**src/rtl/core/speed_command_line_parser_assert.svh**
```systemverilog
// Assertion macros for the speed command line parser.
// Included by the top level; needs no package.
`ifndef SPEED_COMMAND_LINE_PARSER_ASSERT_SVH
`define SPEED_COMMAND_LINE_PARSER_ASSERT_SVH

// Condition at this edge implies consequence at this edge.
`define SCL_ASSERT_SAME(label, clk, rst_n, cond, conseq, msg) \
    label: assert property (@(posedge clk) disable iff (!rst_n) (cond) |-> (conseq)) \
        else $error(msg);

// Condition at this edge implies consequence at the next edge.
`define SCL_ASSERT_NEXT(label, clk, rst_n, cond, conseq, msg) \
    label: assert property (@(posedge clk) disable iff (!rst_n) (cond) |=> (conseq)) \
        else $error(msg);

`endif

```
**src/rtl/core/scl_pkg.sv**
```systemverilog
// Shared types, codes and character tables of the speed command line parser.
// No dependencies.
package scl_pkg;

    // Reply codes
    localparam logic [2:0] REPLY_NONE     = 3'd0;
    localparam logic [2:0] REPLY_ACCEPTED = 3'd1;
    localparam logic [2:0] REPLY_REJECTED = 3'd2;
    localparam logic [2:0] REPLY_UNHALTED = 3'd3;
    localparam logic [2:0] REPLY_HALTED   = 3'd4;

    // Register indexes
    localparam logic REG_IDLE_SPEED  = 1'b0;
    localparam logic REG_SPEED_LIMIT = 1'b1;

    localparam logic [15:0] IDLE_SPEED_RST  = 16'd600;
    localparam logic [15:0] SPEED_LIMIT_RST = 16'd10000;

    // Parser phases; phases 0 to 6 walk the prefix
    localparam logic [3:0] PH_PRE0  = 4'd0;
    localparam logic [3:0] PH_PRE6  = 4'd6;
    localparam logic [3:0] PH_NUM1  = 4'd7;
    localparam logic [3:0] PH_SIGN1 = 4'd8;
    localparam logic [3:0] PH_DIG1  = 4'd9;
    localparam logic [3:0] PH_NUM2  = 4'd10;
    localparam logic [3:0] PH_SIGN2 = 4'd11;
    localparam logic [3:0] PH_DIG2  = 4'd12;
    localparam logic [3:0] PH_DONE  = 4'd13;
    localparam logic [3:0] PH_FAIL  = 4'd15;

    localparam logic [16:0] ACC_MAX = 17'h1FFFF;

    localparam logic [7:0] CHAR_NL    = 8'h0A;
    localparam logic [7:0] CHAR_TAB   = 8'h09;
    localparam logic [7:0] CHAR_VT    = 8'h0B;
    localparam logic [7:0] CHAR_FF    = 8'h0C;
    localparam logic [7:0] CHAR_CR    = 8'h0D;
    localparam logic [7:0] CHAR_SPACE = 8'h20;
    localparam logic [7:0] CHAR_PLUS  = 8'h2B;
    localparam logic [7:0] CHAR_MINUS = 8'h2D;
    localparam logic [7:0] CHAR_ZERO  = 8'h30;
    localparam logic [7:0] CHAR_NINE  = 8'h39;
    localparam logic [7:0] CHAR_BAR   = 8'h7C;
    localparam logic [7:0] CHAR_U     = 8'h55;

    localparam logic [2:0] UNHALT_LEN = 3'd6;

    // One classified request as it waits in the queue.
    typedef struct packed {
        logic       is_edge;
        logic       is_newline;
        logic       is_space;
        logic       is_digit;
        logic       is_sign;
        logic       is_minus;
        logic       is_bar;
        logic [3:0] digit;
        logic [7:0] data;
    } t_item;

    typedef struct packed {
        logic        halted;
        logic        direction_level;
        logic [15:0] speed_command;
        logic [2:0]  reply;
    } t_result;

    function automatic logic [7:0] prefix_char(input logic [2:0] idx);
        logic [7:0] c;
        case (idx)
            3'd0:    c = 8'h41; // A
            3'd1:    c = 8'h4E; // N
            3'd2:    c = 8'h54; // T
            3'd3:    c = 8'h53; // S
            3'd4:    c = 8'h5F; // _
            3'd5:    c = 8'h53; // S
            default: c = 8'h7C; // |
        endcase
        return c;
    endfunction

    function automatic logic [7:0] unhalt_char(input logic [2:0] idx);
        logic [7:0] c;
        case (idx)
            3'd0:    c = 8'h55; // U
            3'd1:    c = 8'h4E; // N
            3'd2:    c = 8'h48; // H
            3'd3:    c = 8'h41; // A
            3'd4:    c = 8'h4C; // L
            default: c = 8'h54; // T
        endcase
        return c;
    endfunction

endpackage

```
**src/rtl/core/speed_command_line_parser.sv**
```systemverilog
// Speed command line parser: one request (serial byte or direction edge) in,
// one result out. An accepted request is held in the classifier queue, then
// executed by the back end into its result register. Throughput is one
// request per cycle unless the result output stalls, set by the parser step
// in the back end. Synchronous active-low reset clears the parser and
// queue, sets the speed to 600 and restores both registers to defaults.
`include "speed_command_line_parser_assert.svh"

module speed_command_line_parser #(
    parameter int CHECK_POS = 16,
    parameter int LINE_MAX  = 24
) (
    input  logic        i_clk,
    input  logic        i_rst_n,
    input  logic        i_s_axis_tvalid,
    output logic        o_s_axis_tready,
    input  logic [7:0]  i_s_axis_tdata,   // [7:0] rx_byte
    input  logic [0:0]  i_s_axis_tuser,   // [0] func
    output logic        o_m_axis_tvalid,
    input  logic        i_m_axis_tready,
    // [2:0] reply, [18:3] speed_command, [19] direction_level, [20] halted
    output logic [23:0] o_m_axis_tdata,
    input  logic        psel,
    input  logic        penable,
    input  logic        pwrite,
    input  logic [2:0]  paddr,
    input  logic [31:0] pwdata,
    output logic [31:0] prdata,
    output logic        pready
);
    import scl_pkg::*;

    logic [15:0] r_idle_speed;
    logic [15:0] r_speed_limit;
    logic        w_cfg_wr;
    logic        w_q_valid;
    t_item       w_q_item;
    logic        w_take;
    t_result     w_result;

    assign pready   = 1'b1;
    assign w_cfg_wr = psel && penable && pwrite && pready;

    always_ff @(posedge i_clk) begin
        if (!i_rst_n) begin
            r_idle_speed  <= IDLE_SPEED_RST;
            r_speed_limit <= SPEED_LIMIT_RST;
        end else if (w_cfg_wr) begin
            unique case (paddr[2])
                REG_IDLE_SPEED:  r_idle_speed  <= pwdata[15:0];
                REG_SPEED_LIMIT: r_speed_limit <= pwdata[15:0];
                default:         r_idle_speed  <= r_idle_speed;
            endcase
        end
    end

    always_comb begin
        unique case (paddr[2])
            REG_IDLE_SPEED:  prdata = {16'd0, r_idle_speed};
            REG_SPEED_LIMIT: prdata = {16'd0, r_speed_limit};
            default:         prdata = 32'd0;
        endcase
    end

    scl_front u_front (
        .i_clk   (i_clk),
        .i_rst_n (i_rst_n),
        .i_valid (i_s_axis_tvalid),
        .o_ready (o_s_axis_tready),
        .i_func  (i_s_axis_tuser[0]),
        .i_byte  (i_s_axis_tdata),
        .o_valid (w_q_valid),
        .o_item  (w_q_item),
        .i_pop   (w_take)
    );

    scl_back #(
        .CHECK_POS (CHECK_POS),
        .LINE_MAX  (LINE_MAX)
    ) u_back (
        .i_clk         (i_clk),
        .i_rst_n       (i_rst_n),
        .i_valid       (w_q_valid),
        .i_item        (w_q_item),
        .o_pop         (w_take),
        .i_idle_speed  (r_idle_speed),
        .i_speed_limit (r_speed_limit),
        .o_valid       (o_m_axis_tvalid),
        .o_result      (w_result),
        .i_ready       (i_m_axis_tready)
    );

    assign o_m_axis_tdata = {3'b000, w_result.halted, w_result.direction_level,
                             w_result.speed_command, w_result.reply};

    // The back end only pops a queued request, and every pop yields a result.
    `SCL_ASSERT_SAME(a_take_needs_item, i_clk, i_rst_n, w_take, w_q_valid, "pop from empty queue")
    `SCL_ASSERT_NEXT(a_take_gives_result, i_clk, i_rst_n, w_take, o_m_axis_tvalid, "pop without result")
    `SCL_ASSERT_SAME(a_halt_reply_flag, i_clk, i_rst_n, o_m_axis_tvalid && (w_result.reply == REPLY_HALTED), w_result.halted, "halt reply while not halted")
    `SCL_ASSERT_SAME(a_run_reply_flag, i_clk, i_rst_n, o_m_axis_tvalid && ((w_result.reply == REPLY_UNHALTED) || (w_result.reply == REPLY_ACCEPTED)), !w_result.halted, "run reply while halted")

endmodule

```
**src/rtl/core/scl_front.sv**
```systemverilog
// Front end: accepts requests, classifies each byte and holds it in a
// two-entry queue for the back end. Depends on scl_pkg.
module scl_front (
    input  logic          i_clk,
    input  logic          i_rst_n,
    input  logic          i_valid,
    output logic          o_ready,
    input  logic          i_func,
    input  logic [7:0]    i_byte,
    output logic          o_valid,
    output scl_pkg::t_item o_item,
    input  logic          i_pop
);
    import scl_pkg::*;

    t_item       r_q [2];
    logic        r_wr_ptr, n_wr_ptr;
    logic        r_rd_ptr, n_rd_ptr;
    logic [1:0]  r_count, n_count;
    t_item       w_class;
    logic        w_push;

    always_comb begin
        w_class.is_edge    = i_func;
        w_class.is_newline = (i_byte == CHAR_NL);
        w_class.is_space   = (i_byte == CHAR_SPACE) || (i_byte == CHAR_TAB) ||
                             (i_byte == CHAR_CR) || (i_byte == CHAR_VT) ||
                             (i_byte == CHAR_FF);
        w_class.is_digit   = (i_byte >= CHAR_ZERO) && (i_byte <= CHAR_NINE);
        w_class.is_sign    = (i_byte == CHAR_PLUS) || (i_byte == CHAR_MINUS);
        w_class.is_minus   = (i_byte == CHAR_MINUS);
        w_class.is_bar     = (i_byte == CHAR_BAR);
        w_class.digit      = 4'(i_byte - CHAR_ZERO);
        w_class.data       = i_byte;
    end

    assign o_ready = (r_count != 2'd2);
    assign w_push  = i_valid && o_ready;
    assign o_valid = (r_count != 2'd0);
    assign o_item  = r_q[r_rd_ptr];

    always_comb begin
        n_wr_ptr = r_wr_ptr ^ w_push;
        n_rd_ptr = r_rd_ptr ^ i_pop;
        n_count  = r_count + 2'(w_push) - 2'(i_pop);
    end

    always_ff @(posedge i_clk) begin
        if (!i_rst_n) begin
            r_wr_ptr <= 1'b0;
            r_rd_ptr <= 1'b0;
            r_count  <= 2'd0;
        end else begin
            r_wr_ptr <= n_wr_ptr;
            r_rd_ptr <= n_rd_ptr;
            r_count  <= n_count;
        end
    end

    always_ff @(posedge i_clk) begin
        if (w_push) begin
            r_q[r_wr_ptr] <= w_class;
        end
    end

endmodule

```
**src/rtl/core/scl_back.sv**
```systemverilog
// Back end: runs the line parser, checksum, halt logic and speed update for
// each classified request, and holds the result register. Depends on scl_pkg.
module scl_back #(
    parameter int CHECK_POS = 16,
    parameter int LINE_MAX  = 24
) (
    input  logic            i_clk,
    input  logic            i_rst_n,
    input  logic            i_valid,
    input  scl_pkg::t_item  i_item,
    output logic            o_pop,
    input  logic [15:0]     i_idle_speed,
    input  logic [15:0]     i_speed_limit,
    output logic            o_valid,
    output scl_pkg::t_result o_result,
    input  logic            i_ready
);
    import scl_pkg::*;

    localparam int PW = $clog2(LINE_MAX);
    localparam logic [PW-1:0] CHK_POS  = PW'(CHECK_POS);
    localparam logic [PW-1:0] LAST_POS = PW'(LINE_MAX - 1);

    logic [PW-1:0] r_pos,       n_pos;
    logic [7:0]    r_xor,       n_xor;
    logic [7:0]    r_check,     n_check;
    logic [3:0]    r_phase,     n_phase;
    logic [16:0]   r_acc,       n_acc;
    logic          r_neg,       n_neg;
    logic [15:0]   r_pend_spd,  n_pend_spd;
    logic [7:0]    r_pend_dir,  n_pend_dir;
    logic [2:0]    r_umatch,    n_umatch;
    logic          r_line_bad,  n_line_bad;
    logic          r_halt,      n_halt;
    logic [15:0]   r_speed,     n_speed;
    logic [7:0]    r_dir_val,   n_dir_val;
    logic          r_dir_out,   n_dir_out;
    logic          r_out_valid, n_out_valid;
    t_result       r_out,       n_out;

    logic          w_take;
    logic [20:0]   w_acc_x10;
    logic [16:0]   w_acc_next;
    logic [7:0]    w_fin_dir;
    logic [15:0]   w_fin_spd;
    logic [7:0]    w_line_dir;
    logic [7:0]    w_expect;
    logic [2:0]    w_reply;
    logic          w_parsed;

    assign w_take = i_valid && (!r_out_valid || i_ready);
    assign o_pop  = w_take;

    // Times ten as two shifts and an add, saturated.
    always_comb begin
        w_acc_x10  = ({4'b0, r_acc} << 3) + ({4'b0, r_acc} << 1) + 21'(i_item.digit);
        w_acc_next = (w_acc_x10 > 21'(ACC_MAX)) ? ACC_MAX : w_acc_x10[16:0];
    end

    always_comb begin
        if (r_neg) begin
            w_fin_dir = (r_acc > 17'd128) ? 8'h80 : 8'(~r_acc[7:0] + 8'd1);
        end else begin
            w_fin_dir = (r_acc > 17'd127) ? 8'h7F : r_acc[7:0];
        end
        if (r_neg) begin
            w_fin_spd = 16'd0;
        end else if (r_acc > {1'b0, i_speed_limit}) begin
            w_fin_spd = i_speed_limit;
        end else begin
            w_fin_spd = r_acc[15:0];
        end
    end

    assign w_parsed   = (r_phase == PH_DIG2) || (r_phase == PH_DONE);
    assign w_line_dir = (r_phase == PH_DIG2) ? w_fin_dir : r_pend_dir;
    assign w_expect   = r_dir_out ? 8'h01 : 8'hFF;

    always_comb begin
        n_pos      = r_pos;
        n_xor      = r_xor;
        n_check    = r_check;
        n_phase    = r_phase;
        n_acc      = r_acc;
        n_neg      = r_neg;
        n_pend_spd = r_pend_spd;
        n_pend_dir = r_pend_dir;
        n_umatch   = r_umatch;
        n_line_bad = r_line_bad;
        n_halt     = r_halt;
        n_speed    = r_speed;
        n_dir_val  = r_dir_val;
        n_dir_out  = r_dir_out;
        w_reply    = REPLY_NONE;

        if (i_item.is_edge) begin
            if (r_dir_val != w_expect) begin
                n_speed = i_idle_speed;
                n_halt  = 1'b1;
                w_reply = REPLY_HALTED;
            end
        end else if (i_item.is_newline) begin
            if (r_halt) begin
                if (r_umatch >= UNHALT_LEN) begin
                    n_halt  = 1'b0;
                    n_speed = i_idle_speed;
                    w_reply = REPLY_UNHALTED;
                end
            end else if (!r_line_bad && (r_pos > CHK_POS) && w_parsed &&
                         (r_check == r_xor)) begin
                n_speed   = r_pend_spd;
                n_dir_val = w_line_dir;
                n_dir_out = !w_line_dir[7];
                w_reply   = REPLY_ACCEPTED;
            end else begin
                w_reply = REPLY_REJECTED;
            end
            n_pos      = '0;
            n_xor      = 8'd0;
            n_check    = 8'd0;
            n_phase    = PH_PRE0;
            n_acc      = 17'd0;
            n_neg      = 1'b0;
            n_pend_spd = 16'd0;
            n_pend_dir = 8'd0;
            n_umatch   = 3'd0;
            n_line_bad = 1'b0;
        end else begin
            if (r_pos < CHK_POS) begin
                n_xor = r_xor ^ i_item.data;
            end else if (r_pos == CHK_POS) begin
                n_check = i_item.data;
            end
            if (r_pos < LAST_POS) begin
                n_pos = r_pos + 1'b1;
            end else begin
                n_line_bad = 1'b1;
            end

            unique case (r_phase) inside
                [PH_PRE0:PH_PRE6]: begin
                    n_phase = (i_item.data == prefix_char(r_phase[2:0])) ?
                              r_phase + 4'd1 : PH_FAIL;
                end
                PH_NUM1, PH_NUM2: begin
                    if (i_item.is_space) begin
                        n_phase = r_phase;
                    end else if (i_item.is_sign) begin
                        n_neg   = i_item.is_minus;
                        n_phase = r_phase + 4'd1;
                    end else if (i_item.is_digit) begin
                        n_acc   = w_acc_next;
                        n_phase = r_phase + 4'd2;
                    end else begin
                        n_phase = PH_FAIL;
                    end
                end
                PH_SIGN1, PH_SIGN2: begin
                    if (i_item.is_digit) begin
                        n_acc   = w_acc_next;
                        n_phase = r_phase + 4'd1;
                    end else begin
                        n_phase = PH_FAIL;
                    end
                end
                PH_DIG1: begin
                    if (i_item.is_digit) begin
                        n_acc = w_acc_next;
                    end else if (i_item.is_bar) begin
                        n_pend_spd = w_fin_spd;
                        n_acc      = 17'd0;
                        n_neg      = 1'b0;
                        n_phase    = PH_NUM2;
                    end else begin
                        n_phase = PH_FAIL;
                    end
                end
                PH_DIG2: begin
                    if (i_item.is_digit) begin
                        n_acc = w_acc_next;
                    end else begin
                        n_pend_dir = w_fin_dir;
                        n_phase    = PH_DONE;
                    end
                end
                default: begin
                    n_phase = r_phase;
                end
            endcase

            // Watch for the unhalt word anywhere in the line.
            if (r_umatch < UNHALT_LEN) begin
                if (i_item.data == unhalt_char(r_umatch)) begin
                    n_umatch = r_umatch + 3'd1;
                end else begin
                    n_umatch = (i_item.data == CHAR_U) ? 3'd1 : 3'd0;
                end
            end
        end
    end

    always_comb begin
        n_out_valid = r_out_valid;
        n_out       = r_out;
        if (w_take) begin
            n_out_valid           = 1'b1;
            n_out.reply           = w_reply;
            n_out.speed_command   = n_speed;
            n_out.direction_level = n_dir_out;
            n_out.halted          = n_halt;
        end else if (i_ready) begin
            n_out_valid = 1'b0;
        end
    end

    always_ff @(posedge i_clk) begin
        if (!i_rst_n) begin
            r_pos       <= '0;
            r_xor       <= 8'd0;
            r_check     <= 8'd0;
            r_phase     <= PH_PRE0;
            r_acc       <= 17'd0;
            r_neg       <= 1'b0;
            r_pend_spd  <= 16'd0;
            r_pend_dir  <= 8'd0;
            r_umatch    <= 3'd0;
            r_line_bad  <= 1'b0;
            r_halt      <= 1'b0;
            r_speed     <= IDLE_SPEED_RST;
            r_dir_val   <= 8'd1;
            r_dir_out   <= 1'b0;
            r_out_valid <= 1'b0;
        end else begin
            r_out_valid <= n_out_valid;
            if (w_take) begin
                r_pos      <= n_pos;
                r_xor      <= n_xor;
                r_check    <= n_check;
                r_phase    <= n_phase;
                r_acc      <= n_acc;
                r_neg      <= n_neg;
                r_pend_spd <= n_pend_spd;
                r_pend_dir <= n_pend_dir;
                r_umatch   <= n_umatch;
                r_line_bad <= n_line_bad;
                r_halt     <= n_halt;
                r_speed    <= n_speed;
                r_dir_val  <= n_dir_val;
                r_dir_out  <= n_dir_out;
            end
        end
    end

    always_ff @(posedge i_clk) begin
        r_out <= n_out;
    end

    assign o_valid  = r_out_valid;
    assign o_result = r_out;

endmodule

```
**config.mk**
```make
export PLATFORM = sky130hd
export DESIGN_NAME = speed_command_line_parser
export DESIGN_NICKNAME = d
export VERILOG_FILES = /design/src/rtl/core/scl_pkg.sv /design/src/rtl/core/speed_command_line_parser.sv /design/src/rtl/core/scl_front.sv /design/src/rtl/core/scl_back.sv
export VERILOG_INCLUDE_DIRS = /design/src /design/src/rtl/core
export SDC_FILE = /design/constraint.sdc
export NUM_CORES = 1
export LEC_CHECK = 0
export ABC_AREA = 1
export BUFFER_PORTS_ARGS = -buffer_cell sky130_fd_sc_hd__buf_2
export CAP_MARGIN = 20
export CORE_AREA = 2 2 154 156
export CTS_BUF_LIST = sky130_fd_sc_hd__clkbuf_2
export CTS_CLUSTER_SIZE = 25
export DETAILED_ROUTE_END_ITERATION = 10
export DIE_AREA = 0 0 156 158
export HOLD_SLACK_MARGIN = 0.02
export PLACE_DENSITY = 0.75
export SLEW_MARGIN = 20
export SYNTH_ARGS = -nofsm -noshare
export SYNTH_HDL_FRONTEND = slang
export SYNTH_SLANG_ARGS = --single-unit
```
**constraint.sdc**
```tcl
create_clock -name i_clk -period 3.9 [get_ports i_clk]
set_input_delay 0.78 -clock i_clk [delete_from_list [all_inputs] [get_ports i_clk]]
set_output_delay 0.78 -clock i_clk [all_outputs]
set_load 0.01 [all_outputs]
```
Word level (Yosys, flattened, before mapping)

Memory sizes are Yosys's and may differ from the RTL's. A register that Yosys moved wholly into a read port is not among the register bits.
Cells that the tools add are included.

RAM bits: 38
Memories kept: 1
Register bits after elaboration: 155
Logic and storage cells: 233
Output and inout bits: 59
Bits of input ports: 51

Memory list:

| memory      | depth | width | read ports | clocked after memory_dff | write ports | line            | source |
|---|---|---|---|---|---|---|---|
| u_front.r_q | 2     | 19    | 1          | 1                        | 1           | scl_front.sv:16 | `t_item r_q [2];` |

Equality and inequality tests: 42
Bitwise logic cells: 7
Reduce and logical (&&, ||, !) cells: 50
$lt $le $gt $ge: 13
Mux-type cells: 86
Add/subtract/negate cells: 10

Operator list:

| kind                   | count |
|---|---|
| $mux W16               | 12 |
| $mux W8                | 19 |
| $mux W17               | 7 |
| $pmux W32 S2           | 1 |
| $pmux W17 S3           | 1 |
| $eq A8 B4 Y1 const B   | 5 |
| $mux W4                | 8 |
| $pmux W6 S5            | 1 |
| $pmux W5 S5            | 1 |
| $eq A4 B4 Y1 const B   | 6 |
| $eq A8 B6 Y1 const B   | 3 |
| $eq A8 B8 Y1           | 3 |
| $mux W3                | 8 |
| $mux W1                | 22 |
| $add A20 B18 Y21       | 1 |
| $add A21 B4 Y21        | 1 |
| $gt A21 B17 Y1 const B | 1 |
| $pmux W4 S5            | 1 |
| $reduce_bool A2 Y1     | 9 |
| $gt A17 B16 Y1         | 1 |
| $gt A17 B7 Y1 const B  | 1 |
| $gt A17 B8 Y1 const B  | 1 |
| $eq A8 B7 Y1 const B   | 2 |
| $eq A3 B2 Y1 const B   | 4 |
| other kinds (48)       | 89 |

Longest topological paths before layout

Word-level depth: 10
Gate-level depth with buffers: 24
Gate-level depth less buffers: 21

By module

A second synthesis with hierarchy kept.

Cell total of the unflattened synthesis: 1663
Area, all modules: 11792.6 µm²

By module, submodules not included:

| module                    | cells an instance | instances | area each (µm²) |
|---|---|---|---|
| scl_back                  | 1288              | 1         | 8582.0 |
| speed_command_line_parser | 257               | 1         | 1655.3 |
| scl_front                 | 118               | 1         | 1555.2 |

Least setup slack after synthesis

Ideal clock, no wire load.

Path type: register to register
Start: reg (tool-made name)
End: reg u_back.r_acc[10]
Setup slack: 710 ps
Period minus slack after synthesis: 3190 ps
Arrival: 3058 ps
Path buffers: 3
Stages on the path, launching flop included: 23
Data required time: 3768 ps
Path through: dfxtp_1 -> buf_4 -> inv_2 -> buf_2 -> or2_1 -> o21ai_2 -> inv_2 -> ha_1 -> ha_1 -> fa_1 -> nand2_1 -> nand2_1 -> nand3_1 -> nand2_1 -> nand3_1 -> nand2_1 -> nand2_1 -> nand2_1 -> nor2_2 -> buf_2 -> nand3_1 -> nand2_1 -> a21oi_1

RTL lines:

| what                 | line            | source |
|---|---|---|
| end signal, assigned | scl_back.sv:240 | `r_acc <= n_acc;` |
| end, declared        | scl_back.sv:28  | `logic [16:0] r_acc, n_acc;` |

==> run_results.csv <==
group,metric,value,unit
placed_design,gp_congestion,0.933,
floorplanning,dieArea,24600,um2
global_routing,grt_max_degree,90,
floorplanning,ios,110,
clock_tree,cts_resized,0,
synthesis,synth_flop_cell,"dfxtp_1",
route,wl_per_cell,14.8,um
critical_path,cp.arrival,4.16,ns
global_routing,grt_pass1_vias,9772,
pwr,power.internal,3.32,mW
critical_path,critPathRequiredTime,4.56,ns
critical_path,cp-end-kind,"flip-flop",
floorplanning,core_area,23100,um2
critical_path,r2r-end,"u_back.r_acc[9]",
clock_tree,cts_root_buf,"clkbuf_2",
critical_path,r2r_cells,20,
global_routing,grt_first_pass_wirelength,47100,um
pwr,vdd_ir_drop_max,0.000261,V
global_routing,grt_use_total,23.7,%
worst_hold_path,min_delay_path_depth,1,
clock_tree,htreeDepth,4,
cells_and_area,layout.cells.non_filler,1975,
clock_tree,clock_latency,0.84,ns
clock_tree,postCtsSetupBuffers,0,
route,wl,29200,um
pwr,power.switching,2.46,mW
sta,holdWs,0.0881,ns
sta,layout_min_cycle_time,3.51,ns
pwr,power_frac_comb,36.7,%
route,first_pass_iters,6,
route,drtIter0Drc,760,
cells_and_area,utilization,52.7,%
synthesis,ys_seq_area_share,37.3,%
sta,maxSlewViolCount,0,
placed_design,hpwl,21700,um
sta,setup_viol,0,
synthesis,yosysTopAreaCellShare,23.8,%
cells_and_area,n_fill_cell,2229,
global_routing,antenna_found_initial,1,
cells_and_area,drive_gt1_share,9.22,%
pwr,p_per_area,476,nW/um2
sta,clock_skew,0.0764,ns
cells_and_area,nNetsFinal,1789,
sta,worst_slew_pin_slew,1.00,ns
route,drc,0,
cells_and_area,synthToLayoutAreaGrowth,7.05,%
critical_path,path_max_fanout,17,
critical_path,ff2ff_setup_slack,0.39,ns
run_status,status,"complete, no violations",
placed_design,dpl.cell_count,1940,
placed_design,portBuffers,71,
global_routing,overflow,0,
synthesis,ys_async_sr_fraction,0,%
worst_hold_path,min_path_type,"in -> reg",
critical_path,cp-start-kind,"flip-flop",
sta,hold_violations,0,
synthesis,synth-edff-count,51,
sta,relSlewSlack,32.9,%
flow_run,maxCapViolCount,0,
floorplanning,std_cell_rows,56,
floorplanning,initial_core_util,49.3,%
clock_tree,cts_buffer_depth,2,
route,final_antenna_net_count,0,
synthesis,synth_area_leader_cell,"dfxtp_1",
worst_hold_path,hold_end,"u_front.r_q[1][18]",
critical_path,worstSetupPathType,"reg -> reg",
floorplanning,die_x,156,um
pwr,power.leakage,5.63,nW
clock_tree,cts_tree,"yes",
clock_tree,clk_pin_slew_worst_paths,0.37,ns
sta,fmax,285,MHz
cells_and_area,postLayoutCellArea,12200,um2
clock_tree,hold_buffers,0,
pwr,switching_share,42.6,%
placed_design,place_area,11900,um2
route,vias,10700,
clock_tree,cts_inserted_buffers,17,
worst_hold_path,min_from,"i_s_axis_tuser",
synthesis,ys_warn_count,0,
synthesis,netlist_area,11400,um2
synthesis,synth.area.top_cells,"dfxtp_1 24%, nand2_1 14%, edfxtp_1 13%",
sta,rsz0062_at_grt,"no",
sta,tns,0,ns
sta,period_share,89.9,%
floorplanning,die_y,158,um
clock_tree,cts.sinks,186,
pwr,pwr-share-seq,43.9,%
pwr,clkPwrFrac,19.5,%
synthesis,synthCells,1619,
route,vias_per_cell,5.44,
synthesis,synth_cell_types,58,
synthesis,synth_area_per_cell,7.01,um2
synthesis,ys_seq_elements,186,
[registers in the layout, summed over array words and instances, names as in the netlist, 2 cells and up, named ones only]
signal and flops:
u_back.r_speed 16, u_front.r_q 30, u_back.o_result 21, u_front.r_count 2, u_back.r_pend_spd 16, u_back.r_acc 17, u_back.r_pos 5, r_idle_speed 16
u_back.r_check 8, u_back.r_umatch 3, r_speed_limit 16, u_back.r_xor 8, u_back.r_dir_val 8, u_back.r_pend_dir 8, u_back.r_phase 4
[layout make-up]
class	count	area [um2]	area share, %
antenna	3	7.51	0.0618
tap	290	363	2.99
sequential	186	4230	34.8
timing repair buffer	83	445	3.66
multi-input combinational	1180	6060	49.8
clock buffer	17	85.1	0.700
inverter	201	754	6.21
clock inverter	15	208	1.71
[cell usage after synthesis, types with 12 or more instances]
cell type and n:
nor2_1 126, nor3_1 17, dfxtp_1 135, clkbuf_1 36, xor2_1 12, nand2_1 420, buf_4 21, o21ai_0 100
a21oi_1 163, nand4_1 15, edfxtp_1 51, inv_1 189, nand3_1 147, ha_1 67
[worst max-delay path, stage by stage, from the launching register on]
cell and delay, ns:
dfxtp_1 0.61, inv_2 0.06, or2_1 0.22, o21ai_2 0.16, inv_2 0.14, ha_1 0.30, ha_1 0.24, fa_1 0.43
nand2_1 0.08, nand2_1 0.06, nand3_1 0.08, nand2_1 0.13, nand3_1 0.12, nand2_1 0.06, nand2_1 0.05, nand2_1 0.05
nor2_2 0.07, buf_4 0.23, nand3_1 0.11, nand2_1 0.07, a21oi_1 0.06
[how the worst max path moves through the flow]
stage,from,to,cells after the start
after floorplan,flip-flop,u_back.r_acc[10],22
after global placement,flip-flop,u_back.r_acc[16],20
after detailed placement,flip-flop,u_back.r_acc[3],20
after CTS,flip-flop,u_back.r_acc[9],20
after global routing,flip-flop,u_back.r_acc[3],20
final,flip-flop,u_back.r_acc[9],20
[power groups by stage]
stage / sequential, mW / clock (mW) / combinational, mW
finish: 2.54 / 1.13 / 2.12
detailed placement: 2.57 / 0 / 2.10
global route: 2.57 / 1.20 / 2.40
global placement: 2.56 / 0 / 2.06
CTS: 2.53 / 1.14 / 2.11
floorplan: 2.57 / 0 / 1.53
[placed cells by master, fill, tap and decap left out, types with 3 or more instances in the layout]
cell and count:
xor2_1 12, nor3_1 17, nand2_1 420, clkinv_8 4, ha_1 67, o21a_1 3, dfxtp_1 135, diode_2 3
buf_2 71, and2_1 4, edfxtp_1 51, o22ai_1 3, o21ai_0 100, nand3_1 147, nand3b_1 3, inv_6 3
inv_8 4, inv_2 11, o21ai_1 9, o211ai_1 3, and3_1 3, a21oi_1 163, inv_1 189, clkbuf_2 17
nand2_2 5, or2_2 4, nor2_1 126, nor2_2 6, conb_1 20, or2_1 3, xnor2_1 10, nor4_1 7
nand4_1 15, buf_4 12
[metrics by stage]
stage | worst slack, ns | total power, mW
finish | 0.395 | 5.79
global route | 0.176 | 6.18
global placement | 0.515 | 4.62
CTS | 0.406 | 5.78
detailed placement | 0.483 | 4.67
floorplan | 0.710 | 4.10
[layer usage]
layer  global-route usage [%]  up-vias  share of wire (%)  wire (um)
li1                         -     5377                  -          -
met1                     29.4     4955                 43      12700
met2                     41.1      347                 48      13900
met3                     3.48       62                5.5       1600
met4                     9.87        0                3.3        967
met5                        0        -                  0          0
[cell families after synthesis]
logic type / count (synthesis) / share of synthesized area (%)
AO/OA/AOI/OAI: 297 / 13.9
XOR/XNOR: 22 / 1.70
adder cells (fa/ha/maj): 69 / 7.74
buffers and inverters: 271 / 9.95
flip-flops: 186 / 37.3
multiplexers: 1 / 0.0882
other: 2 / 0.0661
AND/OR/NAND/NOR: 771 / 29.3
No activity file was read; power rests on OpenSTA's default activity.
